`src/sv/ppp_pkg.sv`:
```
// shared types, constants and helpers for the projectile pool
package ppp_pkg;

  localparam int SLOTS_DEFAULT = 16;
  localparam int REPORTS_MAX   = 16;

  localparam int POS_W     = 20;
  localparam int VEL_W     = 18;
  localparam int ANG_W     = 7;
  localparam int SPD_W     = 13;
  localparam int PIX_W     = 11;
  localparam int TRIG_W    = 15;
  localparam int FRAC_W    = 8;
  localparam int TRIG_FRAC = 14;
  localparam int GRAV_W    = 13;
  localparam int WIND_W    = 11;
  localparam int IDX_W     = 4;
  localparam int ADDR_W    = 4;
  localparam int DATA_W    = 32;

  localparam logic [ANG_W-1:0] ANGLE_MAX = ANG_W'(90);

  localparam logic OP_TICK = 1'b0;
  localparam logic OP_FIRE = 1'b1;

  localparam logic KIND_FIRE   = 1'b0;
  localparam logic KIND_REPORT = 1'b1;

  // sine of whole degrees, Q1.14
  localparam logic [TRIG_W-1:0] SINE_Q14 [91] = '{
    15'd0,     15'd286,   15'd572,   15'd857,   15'd1143,  15'd1428,  15'd1713,
    15'd1997,  15'd2280,  15'd2563,  15'd2845,  15'd3126,  15'd3406,  15'd3686,
    15'd3964,  15'd4240,  15'd4516,  15'd4790,  15'd5063,  15'd5334,  15'd5604,
    15'd5872,  15'd6138,  15'd6402,  15'd6664,  15'd6924,  15'd7182,  15'd7438,
    15'd7692,  15'd7943,  15'd8192,  15'd8438,  15'd8682,  15'd8923,  15'd9162,
    15'd9397,  15'd9630,  15'd9860,  15'd10087, 15'd10311, 15'd10531, 15'd10749,
    15'd10963, 15'd11174, 15'd11381, 15'd11585, 15'd11786, 15'd11982, 15'd12176,
    15'd12365, 15'd12551, 15'd12733, 15'd12911, 15'd13085, 15'd13255, 15'd13421,
    15'd13583, 15'd13741, 15'd13894, 15'd14044, 15'd14189, 15'd14330, 15'd14466,
    15'd14598, 15'd14726, 15'd14849, 15'd14968, 15'd15082, 15'd15191, 15'd15296,
    15'd15396, 15'd15491, 15'd15582, 15'd15668, 15'd15749, 15'd15826, 15'd15897,
    15'd15964, 15'd16026, 15'd16083, 15'd16135, 15'd16182, 15'd16225, 15'd16262,
    15'd16294, 15'd16322, 15'd16344, 15'd16362, 15'd16374, 15'd16382, 15'd16384
  };

  typedef struct packed {
    logic signed [POS_W-1:0] pos_x;
    logic signed [POS_W-1:0] pos_y;
    logic signed [VEL_W-1:0] vel_x;
    logic signed [VEL_W-1:0] vel_y;
  } slot_t;

  typedef struct packed {
    logic signed [GRAV_W-1:0] gravity;
    logic signed [WIND_W-1:0] wind;
    logic [PIX_W-1:0]         width;
    logic [PIX_W-1:0]         height;
  } cfg_t;

  typedef enum logic [1:0] {
    REG_GRAVITY = 2'd0,
    REG_WIND    = 2'd1,
    REG_WIDTH   = 2'd2,
    REG_HEIGHT  = 2'd3
  } reg_idx_t;

  typedef enum logic [1:0] {
    ST_IDLE,
    ST_FIRE_MUL,
    ST_FIRE_SCAN,
    ST_TICK
  } state_t;

  function automatic logic signed [POS_W-1:0] sat_pos(input logic signed [POS_W:0] v);
    if (v[POS_W] != v[POS_W-1]) begin
      return v[POS_W] ? {1'b1, {(POS_W-1){1'b0}}} : {1'b0, {(POS_W-1){1'b1}}};
    end
    return v[POS_W-1:0];
  endfunction

  function automatic logic signed [VEL_W-1:0] sat_vel(input logic signed [VEL_W:0] v);
    if (v[VEL_W] != v[VEL_W-1]) begin
      return v[VEL_W] ? {1'b1, {(VEL_W-1){1'b0}}} : {1'b0, {(VEL_W-1){1'b1}}};
    end
    return v[VEL_W-1:0];
  endfunction

endpackage

```
`src/sv/projectile_pool_physics.sv`:
```
// projectile pool: slot memory, fire and tick sequencer, result registers
//
//  channel   handshake              fields
//  --------  ---------------------  ------------------------------------------------
//  command   start / busy           opcode launch_angle launch_speed launch_x launch_y
//  result    valid (one cycle)      reply_kind slot_index slot_alive pos_x pos_y last_item
//  config    psel penable pwrite    paddr pwdata prdata pready
//
// a command transfer happens when start is high and busy is low.
// fire: busy for a multiply, then a scan of one slot a cycle for a free one;
// its single reply shows up in the same cycle that busy drops.
// tick: one slot memory read-modify-write per cycle after the registered memory read;
// reports for slots 0..REPORTS-1 (max 16) follow one a cycle, registered with each write.
// rst clears alive, valid, state; sets config defaults; slot memory needs no clearing.
// results are strobed for one cycle with valid and cannot be held off.
module projectile_pool_physics #(
  parameter int SLOTS = ppp_pkg::SLOTS_DEFAULT
) (
  input  logic                              clk,
  input  logic                              rst,
  input  logic                              start,
  output logic                              busy,
  input  logic                              opcode,
  input  logic [ppp_pkg::ANG_W-1:0]         launch_angle,
  input  logic [ppp_pkg::SPD_W-1:0]         launch_speed,
  input  logic [ppp_pkg::PIX_W-1:0]         launch_x,
  input  logic [ppp_pkg::PIX_W-1:0]         launch_y,
  output logic                              valid,
  output logic                              reply_kind,
  output logic [ppp_pkg::IDX_W-1:0]         slot_index,
  output logic                              slot_alive,
  output logic signed [ppp_pkg::POS_W-1:0]  pos_x,
  output logic signed [ppp_pkg::POS_W-1:0]  pos_y,
  output logic                              last_item,
  input  logic                              psel,
  input  logic                              penable,
  input  logic                              pwrite,
  input  logic [ppp_pkg::ADDR_W-1:0]        paddr,
  input  logic [ppp_pkg::DATA_W-1:0]        pwdata,
  output logic [ppp_pkg::DATA_W-1:0]        prdata,
  output logic                              pready
);

  import ppp_pkg::*;

  localparam int IDXW    = (SLOTS > 1) ? $clog2(SLOTS) : 1;
  localparam int REPORTS = (SLOTS < REPORTS_MAX) ? SLOTS : REPORTS_MAX;
  localparam int PROD_W  = SPD_W + TRIG_W;
  localparam logic [IDXW-1:0]   LAST_IDX   = IDXW'(SLOTS - 1);
  localparam logic [PROD_W-1:0] ROUND_HALF = PROD_W'(1) << (TRIG_FRAC - 1);

  cfg_t   cfg;
  state_t state, state_next;

  logic [SLOTS-1:0] alive, alive_next;
  logic [IDXW-1:0]  rd_idx;
  logic             rd_active;
  logic             proc_valid;
  logic [IDXW-1:0]  proc_idx;
  logic [IDXW-1:0]  scan_idx;

  logic [SPD_W-1:0]  speed_r;
  logic [PIX_W-1:0]  lx_r, ly_r;
  logic [TRIG_W-1:0] sin_q, cos_q;
  logic [PROD_W-1:0] prod_c, prod_s;
  logic [ANG_W-1:0]  ang_c;

  logic        ram_we;
  logic [IDXW-1:0] ram_waddr;
  slot_t       ram_wdata, ram_rdata;
  slot_t       step_nxt, fire_slot;
  logic        step_kill;
  logic        scan_free, proc_alive, accept;
  logic [PROD_W-1:0] rnd_c, rnd_s;
  logic signed [VEL_W-1:0] vel_c, vel_s;

  logic        valid_next, kind_next, slot_alive_next, last_next;
  logic [IDX_W-1:0] index_next;
  logic signed [POS_W-1:0] pos_x_next, pos_y_next;

  ppp_regs u_regs (
    .clk     (clk),
    .rst     (rst),
    .psel    (psel),
    .penable (penable),
    .pwrite  (pwrite),
    .paddr   (paddr),
    .pwdata  (pwdata),
    .prdata  (prdata),
    .pready  (pready),
    .cfg     (cfg)
  );

  ppp_ram #(
    .WIDTH ($bits(slot_t)),
    .DEPTH (SLOTS)
  ) u_slot_ram (
    .clk   (clk),
    .we    (ram_we),
    .waddr (ram_waddr),
    .wdata (ram_wdata),
    .raddr (rd_idx),
    .rdata (ram_rdata)
  );

  ppp_step u_step (
    .cur  (ram_rdata),
    .cfg  (cfg),
    .nxt  (step_nxt),
    .kill (step_kill)
  );

  assign busy       = (state != ST_IDLE);
  assign accept     = start & ~busy;
  assign scan_free  = ~alive[scan_idx];
  assign proc_alive = alive[proc_idx];
  assign ang_c      = (launch_angle > ANGLE_MAX) ? ANGLE_MAX : launch_angle;

  // launch velocity, rounded half up from Q.22 to Q10.8
  always_comb begin
    rnd_c = prod_c + ROUND_HALF;
    rnd_s = prod_s + ROUND_HALF;
    vel_c = VEL_W'(rnd_c[PROD_W-1:TRIG_FRAC]);
    vel_s = VEL_W'(rnd_s[PROD_W-1:TRIG_FRAC]);
    fire_slot.pos_x = {1'b0, lx_r, {FRAC_W{1'b0}}};
    fire_slot.pos_y = {1'b0, ly_r, {FRAC_W{1'b0}}};
    fire_slot.vel_x = vel_c;
    fire_slot.vel_y = VEL_W'(0) - vel_s;
  end

  always_comb begin
    state_next = state;
    unique case (state)
      ST_IDLE: begin
        if (start) begin
          state_next = (opcode == OP_FIRE) ? ST_FIRE_MUL : ST_TICK;
        end
      end
      ST_FIRE_MUL: state_next = ST_FIRE_SCAN;
      ST_FIRE_SCAN: begin
        if (scan_free || (scan_idx == LAST_IDX)) begin
          state_next = ST_IDLE;
        end
      end
      ST_TICK: begin
        if (proc_valid && (proc_idx == LAST_IDX)) begin
          state_next = ST_IDLE;
        end
      end
      default: state_next = ST_IDLE;
    endcase
  end

  always_comb begin
    alive_next      = alive;
    ram_we          = 1'b0;
    ram_waddr       = scan_idx;
    ram_wdata       = fire_slot;
    valid_next      = 1'b0;
    kind_next       = KIND_FIRE;
    index_next      = '0;
    slot_alive_next = 1'b0;
    pos_x_next      = '0;
    pos_y_next      = '0;
    last_next       = 1'b0;
    unique case (state)
      ST_FIRE_SCAN: begin
        if (scan_free) begin
          ram_we               = 1'b1;
          alive_next[scan_idx] = 1'b1;
          valid_next           = 1'b1;
          index_next           = IDX_W'(scan_idx);
          slot_alive_next      = 1'b1;
          pos_x_next           = fire_slot.pos_x;
          pos_y_next           = fire_slot.pos_y;
          last_next            = 1'b1;
        end else if (scan_idx == LAST_IDX) begin
          // pool full
          valid_next = 1'b1;
          last_next  = 1'b1;
        end
      end
      ST_TICK: begin
        if (proc_valid) begin
          if (proc_alive) begin
            ram_we               = 1'b1;
            ram_waddr            = proc_idx;
            ram_wdata            = step_nxt;
            alive_next[proc_idx] = ~step_kill;
          end
          if (int'(proc_idx) < REPORTS) begin
            valid_next      = 1'b1;
            kind_next       = KIND_REPORT;
            index_next      = IDX_W'(proc_idx);
            slot_alive_next = proc_alive & ~step_kill;
            if (proc_alive && !step_kill) begin
              pos_x_next = step_nxt.pos_x;
              pos_y_next = step_nxt.pos_y;
            end
            last_next = (int'(proc_idx) == REPORTS - 1);
          end
        end
      end
      default: ;
    endcase
  end

  always_ff @(posedge clk) begin
    if (rst) begin
      state      <= ST_IDLE;
      alive      <= '0;
      valid      <= 1'b0;
      rd_active  <= 1'b0;
      rd_idx     <= '0;
      proc_valid <= 1'b0;
    end else begin
      state      <= state_next;
      alive      <= alive_next;
      valid      <= valid_next;
      proc_valid <= (state == ST_TICK) && rd_active;
      if (accept && (opcode == OP_TICK)) begin
        rd_active <= 1'b1;
        rd_idx    <= '0;
      end else if ((state == ST_TICK) && rd_active) begin
        if (rd_idx == LAST_IDX) begin
          rd_active <= 1'b0;
        end else begin
          rd_idx <= rd_idx + 1'b1;
        end
      end
    end
  end

  always_ff @(posedge clk) begin
    proc_idx <= rd_idx;
    if (accept) begin
      speed_r <= launch_speed;
      lx_r    <= launch_x;
      ly_r    <= launch_y;
      sin_q   <= SINE_Q14[ang_c];
      cos_q   <= SINE_Q14[ANGLE_MAX - ang_c];
    end
    if (state == ST_FIRE_MUL) begin
      prod_c   <= PROD_W'(speed_r) * PROD_W'(cos_q);
      prod_s   <= PROD_W'(speed_r) * PROD_W'(sin_q);
      scan_idx <= '0;
    end else if ((state == ST_FIRE_SCAN) && !scan_free && (scan_idx != LAST_IDX)) begin
      scan_idx <= scan_idx + 1'b1;
    end
    reply_kind <= kind_next;
    slot_index <= index_next;
    slot_alive <= slot_alive_next;
    pos_x      <= pos_x_next;
    pos_y      <= pos_y_next;
    last_item  <= last_next;
  end

endmodule

```
`src/sv/ppp_ram.sv`:
```
// generic single-write, single-read ram with registered read data
module ppp_ram #(
  parameter int WIDTH = 8,
  parameter int DEPTH = 16,
  localparam int AW = (DEPTH > 1) ? $clog2(DEPTH) : 1
) (
  input  logic             clk,
  input  logic             we,
  input  logic [AW-1:0]    waddr,
  input  logic [WIDTH-1:0] wdata,
  input  logic [AW-1:0]    raddr,
  output logic [WIDTH-1:0] rdata
);

  logic [WIDTH-1:0] mem [DEPTH];

  always_ff @(posedge clk) begin
    if (we) begin
      mem[waddr] <= wdata;
    end
    rdata <= mem[raddr];
  end

endmodule

```
`src/sv/ppp_regs.sv`:
```
// apb configuration registers: gravity, wind and field limits
module ppp_regs (
  input  logic                        clk,
  input  logic                        rst,
  input  logic                        psel,
  input  logic                        penable,
  input  logic                        pwrite,
  input  logic [ppp_pkg::ADDR_W-1:0]  paddr,
  input  logic [ppp_pkg::DATA_W-1:0]  pwdata,
  output logic [ppp_pkg::DATA_W-1:0]  prdata,
  output logic                        pready,
  output ppp_pkg::cfg_t               cfg
);

  import ppp_pkg::*;

  reg_idx_t idx;
  logic     wr_en;

  assign idx    = reg_idx_t'(paddr[ADDR_W-1:2]);
  assign pready = 1'b1;
  assign wr_en  = psel & penable & pwrite;

  always_ff @(posedge clk) begin
    if (rst) begin
      cfg.gravity <= GRAV_W'(51);
      cfg.wind    <= -WIND_W'(3);
      cfg.width   <= PIX_W'(640);
      cfg.height  <= PIX_W'(480);
    end else if (wr_en) begin
      unique case (idx)
        REG_GRAVITY: cfg.gravity <= pwdata[GRAV_W-1:0];
        REG_WIND:    cfg.wind    <= pwdata[WIND_W-1:0];
        REG_WIDTH:   cfg.width   <= pwdata[PIX_W-1:0];
        REG_HEIGHT:  cfg.height  <= pwdata[PIX_W-1:0];
        default: ;
      endcase
    end
  end

  always_comb begin
    unique case (idx)
      REG_GRAVITY: prdata = {{(DATA_W-GRAV_W){cfg.gravity[GRAV_W-1]}}, cfg.gravity};
      REG_WIND:    prdata = {{(DATA_W-WIND_W){cfg.wind[WIND_W-1]}}, cfg.wind};
      REG_WIDTH:   prdata = {{(DATA_W-PIX_W){1'b0}}, cfg.width};
      REG_HEIGHT:  prdata = {{(DATA_W-PIX_W){1'b0}}, cfg.height};
      default:     prdata = '0;
    endcase
  end

endmodule

```
`src/sv/ppp_step.sv`:
```
// one euler step of a slot with saturation and the out-of-field test
module ppp_step (
  input  ppp_pkg::slot_t cur,
  input  ppp_pkg::cfg_t  cfg,
  output ppp_pkg::slot_t nxt,
  output logic           kill
);

  import ppp_pkg::*;

  logic signed [POS_W:0] sum_x;
  logic signed [POS_W:0] sum_y;
  logic signed [VEL_W:0] sum_vx;
  logic signed [VEL_W:0] sum_vy;
  logic signed [POS_W:0] lim_x;
  logic signed [POS_W:0] lim_y;
  logic signed [POS_W:0] ext_x;
  logic signed [POS_W:0] ext_y;

  always_comb begin
    sum_x  = {cur.pos_x[POS_W-1], cur.pos_x}
           + {{(POS_W-VEL_W+1){cur.vel_x[VEL_W-1]}}, cur.vel_x};
    sum_y  = {cur.pos_y[POS_W-1], cur.pos_y}
           + {{(POS_W-VEL_W+1){cur.vel_y[VEL_W-1]}}, cur.vel_y};
    sum_vx = {cur.vel_x[VEL_W-1], cur.vel_x}
           + {{(VEL_W-WIND_W+1){cfg.wind[WIND_W-1]}}, cfg.wind};
    sum_vy = {cur.vel_y[VEL_W-1], cur.vel_y}
           + {{(VEL_W-GRAV_W+1){cfg.gravity[GRAV_W-1]}}, cfg.gravity};

    nxt.pos_x = sat_pos(sum_x);
    nxt.pos_y = sat_pos(sum_y);
    nxt.vel_x = sat_vel(sum_vx);
    nxt.vel_y = sat_vel(sum_vy);

    // limits in pixels moved up to the fixed-point grid
    lim_x = {{(POS_W+1-PIX_W-FRAC_W){1'b0}}, cfg.width, {FRAC_W{1'b0}}};
    lim_y = {{(POS_W+1-PIX_W-FRAC_W){1'b0}}, cfg.height, {FRAC_W{1'b0}}};
    ext_x = {nxt.pos_x[POS_W-1], nxt.pos_x};
    ext_y = {nxt.pos_y[POS_W-1], nxt.pos_y};

    kill = (ext_x >= lim_x) || (ext_y >= lim_y) || nxt.pos_y[POS_W-1];
  end

endmodule
```
`config.mk`:
```
export PLATFORM = sky130hd
export DESIGN_NAME = projectile_pool_physics
export DESIGN_NICKNAME = d
export VERILOG_FILES = /design/src/sv/ppp_pkg.sv /design/src/sv/projectile_pool_physics.sv /design/src/sv/ppp_ram.sv /design/src/sv/ppp_regs.sv /design/src/sv/ppp_step.sv
export SDC_FILE = /design/constraint.sdc
export NUM_CORES = 2
export LEC_CHECK = 0
export BUFFER_PORTS_ARGS = -buffer_cell sky130_fd_sc_hd__buf_4
export CORE_MARGIN = 5
export CORE_UTILIZATION = 28
export CTS_CLUSTER_SIZE = 28
export DETAILED_ROUTE_END_ITERATION = 6
export HOLD_SLACK_MARGIN = 0.1
export PLACE_DENSITY_LB_ADDON = 0.25
export RECOVER_POWER = 100
export SLEW_MARGIN = 40
export SYNTH_ARGS = -nofsm -noshare
export SYNTH_HDL_FRONTEND = slang
export SYNTH_SLANG_ARGS = --single-unit
```
`constraint.sdc`:
```
create_clock -name clk -period 8.1 [get_ports clk]
set_input_delay 1.62 -clock clk [delete_from_list [all_inputs] [get_ports clk]]
set_output_delay 1.62 -clock clk [all_outputs]
set_load 0.05 [all_outputs]
```
-- After elaboration in Yosys (flattened, before gate mapping)
Memories as Yosys holds them, arrays and structs flattened. A register that Yosys moved wholly into a read port is not among the register bits.
Index checks and enable logic that the tools add are counted.
- equal/unequal tests: 21
- reduce and logical (&&, ||, !) cells: 27
- multipliers: 2
- magnitude comparators: 7
- add/sub/neg operators: 10
- multiplexer cells: 70
- bitwise logic cells: 12
- operators by type and width (cell ; count):
    $mux 76 ; 3
    $mux 20 ; 10
    $pmux 32 s4 ; 1
    $mux 18 ; 6
    $pmux 20 s2 ; 2
    $add 28x14->28 const B ; 2
    $mul 13x15->28 ; 2
    $mux 16 ; 3
    $add 20x18->21 ; 2
    $ge 20x20->1 ; 2
    $mux 19 ; 2
    $pmux 16 s2 ; 1
    $mux 1 ; 21
    $mux 4 ; 5
    $add 18x11->19 ; 1
    $add 18x13->19 ; 1
    $bwmux 16 ; 1
    $not 7->8 ; 2
    $or 16x16->16 ; 1
    $sub 1x14->15 const A ; 1
    $eq 4x4->1 const B ; 3
    $ne 2x2->1 const B ; 6
    $reduce_and 2->1 ; 6
    $lt 4x5->1 const B ; 2
    other kinds (26) ; 63
- output and inout port bits: 82
- bits in writable memories: 1216
- ROM bits: 3840
- memories kept: 3
- input bits: 85
- bits in registers: 217
- memories (memory ; depth ; width ; rd ports ; clocked after memory_dff ; write ports ; RTL line ; RTL):
    (name not given) ; 128 ; 15 ; 1 ; 1 ; 0 ; projectile_pool_physics.sv:241 ; cos_q <= SINE_Q14[ANGLE_MAX - ang_c];
    (name not given) ; 128 ; 15 ; 1 ; 1 ; 0 ; projectile_pool_physics.sv:240 ; sin_q <= SINE_Q14[ang_c];
    u_slot_ram.mem ; 16 ; 76 ; 1 ; 1 ; 1 ; ppp_ram.sv:15 ; logic [WIDTH-1:0] mem [DEPTH];

-- Longest topological paths before layout
- word-level depth: 12
- gate-level depth with buffers: 30
- depth with buffers taken out: 28

-- Modules after synthesis
From an unflattened synthesis, not the netlist that was laid out.
- cells, all modules: 5534
- area total of the unflattened synthesis: 77471.8 µm²
- by module, submodules not included (module ; times used ; area an instance (µm²) ; cells an instance ; sequential area each (µm²)):
    ppp_ram ; 1 ; 46993.8 ; 1952 ; 38036.5
    projectile_pool_physics ; 1 ; 23445.0 ; 2693 ; 4454.3
    ppp_step ; 1 ; 4679.5 ; 656 ; 0.0
    ppp_regs ; 1 ; 2353.5 ; 233 ; 920.9

-- Least setup slack after synthesis
OpenSTA, ideal clock, no wires.
- kind: register to register
- start point: register scan_idx[0]
- end point: memory u_slot_ram.mem[15][0] (netlist bit) (enable)
- arrival: 5.354 ns
- cell stages (with the launch flop): 9
- buffers on the path: 2
- library setup time: 0.511 ns
- data required time: 7.589 ns
- period minus slack after synthesis: 5.865 ns
- setup slack: 2.235 ns
- cells stage by stage: dfxtp_1 buf_4 mux4_2 mux4_2 nor2_2 buf_6 nand2_1 o22a_1 nor2_1
- cells in the longest elaborated chain, start to end: 6
- elaborated cells on any way between the ends: 9
- those cells by class: mux: 9
- RTL lines (what ; RTL line ; RTL):
    start: declaration ; projectile_pool_physics.sv:60 ; logic [IDXW-1:0] scan_idx;
    start signal: assignment ; projectile_pool_physics.sv:248 ; scan_idx <= scan_idx + 1'b1;
    $bmux 1 s4 ; projectile_pool_physics.sv:115 ; assign scan_free = ~alive[scan_idx];
    $mux 1 (implied by the code) ; projectile_pool_physics.sv:115 ;
    $mux 1 ; projectile_pool_physics.sv:168 ; if (scan_free) begin
    $pmux 1 s2 ; projectile_pool_physics.sv:166 ; unique case (state)
    $mux 1 ; ppp_ram.sv:18 ; if (we) begin
    $mux 1 (implied by the code) ; ppp_ram.sv:19 ; mem[waddr] <= wdata;
    end: declaration ; ppp_ram.sv:15 ;
Several ways; a longest one is shown, not always the timed one. The select of a mux whose other input is x is not followed.

-- Worst setup path after layout
- start point: register scan_idx[0]
- end point: memory u_slot_ram.mem[0][29] (netlist bit) (enable)
The elaborated chain is that of the path after synthesis.

==> results.cfg <==
[critical_path]
arrival_ns = 7.66
endpoint_kind = flip-flop
critPathMaxFanout = 67
slowest_delay_ns = 2.18
r2r_end = u_slot_ram.mem[0][29]
slowest_stage = buf_2
path_class = reg2reg
rr_worst_depth = 7
rr_startpoint = scan_idx[0]
regToRegSetupSlack_ns = 0.72
startpoint_type = flip-flop
critPathRequiredTime_ns = 8.38
cp_cell_sequence = mux4_2 > mux4_2 > nor2_1 > clkbuf_1 > a31oi_1 > nor2_1 > buf_2

[timing]
finalSetupViolations = 0
drv_slew = 1711
layout_min_cycle_time_ns = 7.38
max_slew_margin_pct = -176
tns_ns = 0
hold_viol = 0
rsz0062_at_grt = false
fmax_mhz = 136
tightest_slew_ns = 4.13
final.period_utilization_pct = 91.1
fin_skew_ns = 0.102

[worst_hold_path]
min_to = pos_x[12]
hp-class = reg2reg
worst_hold_path.num_cells = 2
min_from = lx_r[4]

[clock_network]
hold_buffers = 0
postCtsSetupBuffers = 0
clkSinkCount = 1513
cts_made_buffers = 169
cts-root-buf = clkbuf_16
htree_levels = 4
cts_max_path_buffers = 4
clock_latency_ns = 0.83
cts_tree = built
ctsResizeCount = 0
cts.clk_slew.worst_paths_ns = 0.06

[place]
hpwl_um = 129000
gp_congestion = 0.827
io_buffers = 144

[floorplanning]
die_area_um2 = 285000
pin_count = 167
rows = 192
coreArea_um2 = 273000
start_util_pct = 28.1
die_y_um = 534
die_w_um = 534

[global_route]
grt_pass1_wl_um = 315000
grt_antenna_before_repair = 2
grt_pass1_vias = 47060
grt_usage_pct = 14.5
grt_overflow = 0
grt_max_degree = 80

[power_and_ir_drop]
p_leak_nw = 29.5
p_per_area_nw_per_um2 = 306
pwr-share-clk_pct = 27.7
p_int_mw = 17.7
max-vdd-ir-drop_mv = 0.446
finalPower_mw = 26.6
swShare_pct = 33.4
p_seq_share_pct = 37.4
p_switching_mw = 8.89
p_comb_share_pct = 34.9

[detailed_routing]
drt-total-wl_um = 210000
drc_errors = 0
viasPerCell = 4.91
met3WireLength_um = 8860
drtIter0Drc = 3434
wirelength_met1_um = 92700
wl_met2_um = 104000
firstDrtPassIters = 5
wire_per_inst_um = 22.9
ant_nets = 0
vias = 45166
highest_layer = met4

[yosys]
ys_ff_latch = 1513
synth_edf_count = 1311
avgSynthCellArea_um2 = 14.4
synth_flop_cell = edfxtp_1
synth_cell_type_count = 101
ys_seq_area_share_pct = 56.5
synth_fp_nets = 5994
synth-async-reset-ratio_pct = 0
ys.warnings.count = 0
syn_inst = 5354
syn_area_um2 = 76900

[finish]
layout.nets = 6116
syn2layout_area_growth_pct = 12.9
drive_gt1_share_pct = 14.8

[status]
status = finished with violations
violations = max-capacitance violations, max-slew violations

[job]
maxCapViolCount = 39
[metal layers]
| metal | up-vias | GRT usage, % |
|---|---|---|
| met1 | 23681 | 19.6 |
| met2 | 1115 | 24.8 |
| li1 | 20068 | - |
| met3 | 302 | 1.67 |
| met5 | - | 0 |
| met4 | 0 | 3.36 |
[how the worst max path moves through the flow]
stage / start / to / cells past startpoint
final: scan_idx[0] / u_slot_ram.mem[0][29] / 7
after global routing: scan_idx[0] / u_slot_ram.mem[12][69] / 8
after CTS: u_slot_ram.rdata[1] / alive[10] / 27
after detailed placement: u_slot_ram.rdata[0] / alive[0] / 28
after global placement: u_slot_ram.rdata[1] / slot_alive / 27
after floorplan: scan_idx[0] / u_slot_ram.mem[15][0] / 8
[cell usage in the layout (no fill, tap or decap), types with 78 or more instances in the layout]
cell and count:
clkbuf_1 194, o21ai_0 168, clkbuf_16 170, dfxtp_1 202
and2_1 152, ha_1 267, nor2_1 203, xnor2_1 78
inv_1 395, nand2_1 529, a21oi_1 207, mux4_2 404
edfxtp_1 1311, fa_1 288
[Yosys cell counts (all sizes together) (11+ instances only)]
| master | instances | share of area [%] |
|---|---|---|
| edfxtp | 1311 | 51 |
| and3 | 28 | 0.23 |
| a21o | 37 | 0.36 |
| nand2 | 530 | 2.6 |
| xor2 | 51 | 0.58 |
| ha | 267 | 4.3 |
| or2 | 11 | 0.090 |
| nor3 | 76 | 0.49 |
| nand4 | 19 | 0.15 |
| o211ai | 24 | 0.25 |
| and2 | 154 | 1.3 |
| a21boi | 14 | 0.14 |
| a21oi | 210 | 1.4 |
| a311oi | 14 | 0.16 |
| mux2i | 12 | 0.16 |
| o31ai | 42 | 0.56 |
| a22oi | 15 | 0.15 |
| mux4 | 404 | 12 |
| inv | 397 | 1.9 |
| nand3 | 65 | 0.42 |
| nand2b | 31 | 0.25 |
| o21ai | 178 | 1.2 |
| xnor2 | 83 | 0.97 |
| nand3b | 19 | 0.19 |
| o21bai | 11 | 0.11 |
| a211oi | 44 | 0.49 |
| clkbuf | 226 | 1.1 |
| dfxtp | 202 | 5.3 |
| buf | 112 | 0.79 |
| nor2 | 212 | 1.1 |
| o21a | 38 | 0.37 |
| nor2b | 40 | 0.33 |
| fa | 288 | 7.5 |
| a31oi | 37 | 0.31 |
| a211o | 15 | 0.17 |
[critical path, delay by kind of cell (launching register included)]
kind                   cells  cell delay [ns]
AOI/OAI and AO/OA          1             0.43
and+or+nand+nor            2             1.52
DFF                        1             0.68
buffers and inverters      2             2.93
muxes                      2             1.12
[layout make-up]
type	count	area, um^2
inverters	399	1500
fillers	26948	187000
clock buffers	213	4510
diodes	3	7.51
clock inverters	86	724
multi-input cells	3104	30400
well taps	3589	4490
flip-flops and latches	1513	43400
repair buffers	289	1700
[stage by stage]
stage	util, %	instance area (um^2)	worst slack [ns]	hold slack (ns)	std cells
floorplan	-	76900	2.23	0.329	5354
global placement	30.1	82300	1.38	0.458	8864
detailed placement	30.3	82800	1.33	0.469	8891
CTS	32.2	88000	1.37	0.477	9190
global route	31.7	86800	0.412	0.498	9194
finish	31.7	86800	0.725	0.479	9196
[power groups by stage]
stage / registers [mW] / clock network, mW / logic, mW
6_report: 9.94 / 7.37 / 9.27
5_1_grt: 9.97 / 7.89 / 10.7
3_3_place_gp: 10.1 / 0 / 9.39
2_1_floorplan: 9.94 / 0 / 7.03
4_1_cts: 9.92 / 7.58 / 9.65
3_5_place_dp: 10.1 / 0 / 9.57
[registers in the layout, indices dropped and copies added, names as in the netlist, 2 cells and up]
| name | flops |
|---|---|
| prod_c | 15 |
| ly_r | 11 |
| slot_index | 4 |
| sin_q | 15 |
| speed_r | 13 |
| u_slot_ram.rdata | 76 |
| cos_q | 15 |
| proc_idx | 4 |
| u_regs.cfg | 46 |
| pos_x | 20 |
| rd_idx | 4 |
| u_slot_ram.mem | 1216 |
| alive | 16 |
| lx_r | 11 |
| prod_s | 15 |
| state | 2 |
| pos_y | 20 |
| scan_idx | 4 |
[cell families (layout without fill, tap and decap cells)]
kind of cell             Yosys count  count (layout)  share of synthesized area, %
XOR/XNOR                         134             134                          1.56
multiplexers                     420             420                          12.0
other                              2               5                       0.00977
AO/OA/AOI/OAI                    777             777                          6.84
adder cells (fa/ha/maj)          561             561                          11.9
buffers and inverters            737             987                          3.84
flip-flops                      1513            1513                          56.5
AND/OR/NAND/NOR                 1210            1210                          7.32
(Power assumes the default switching activity.)
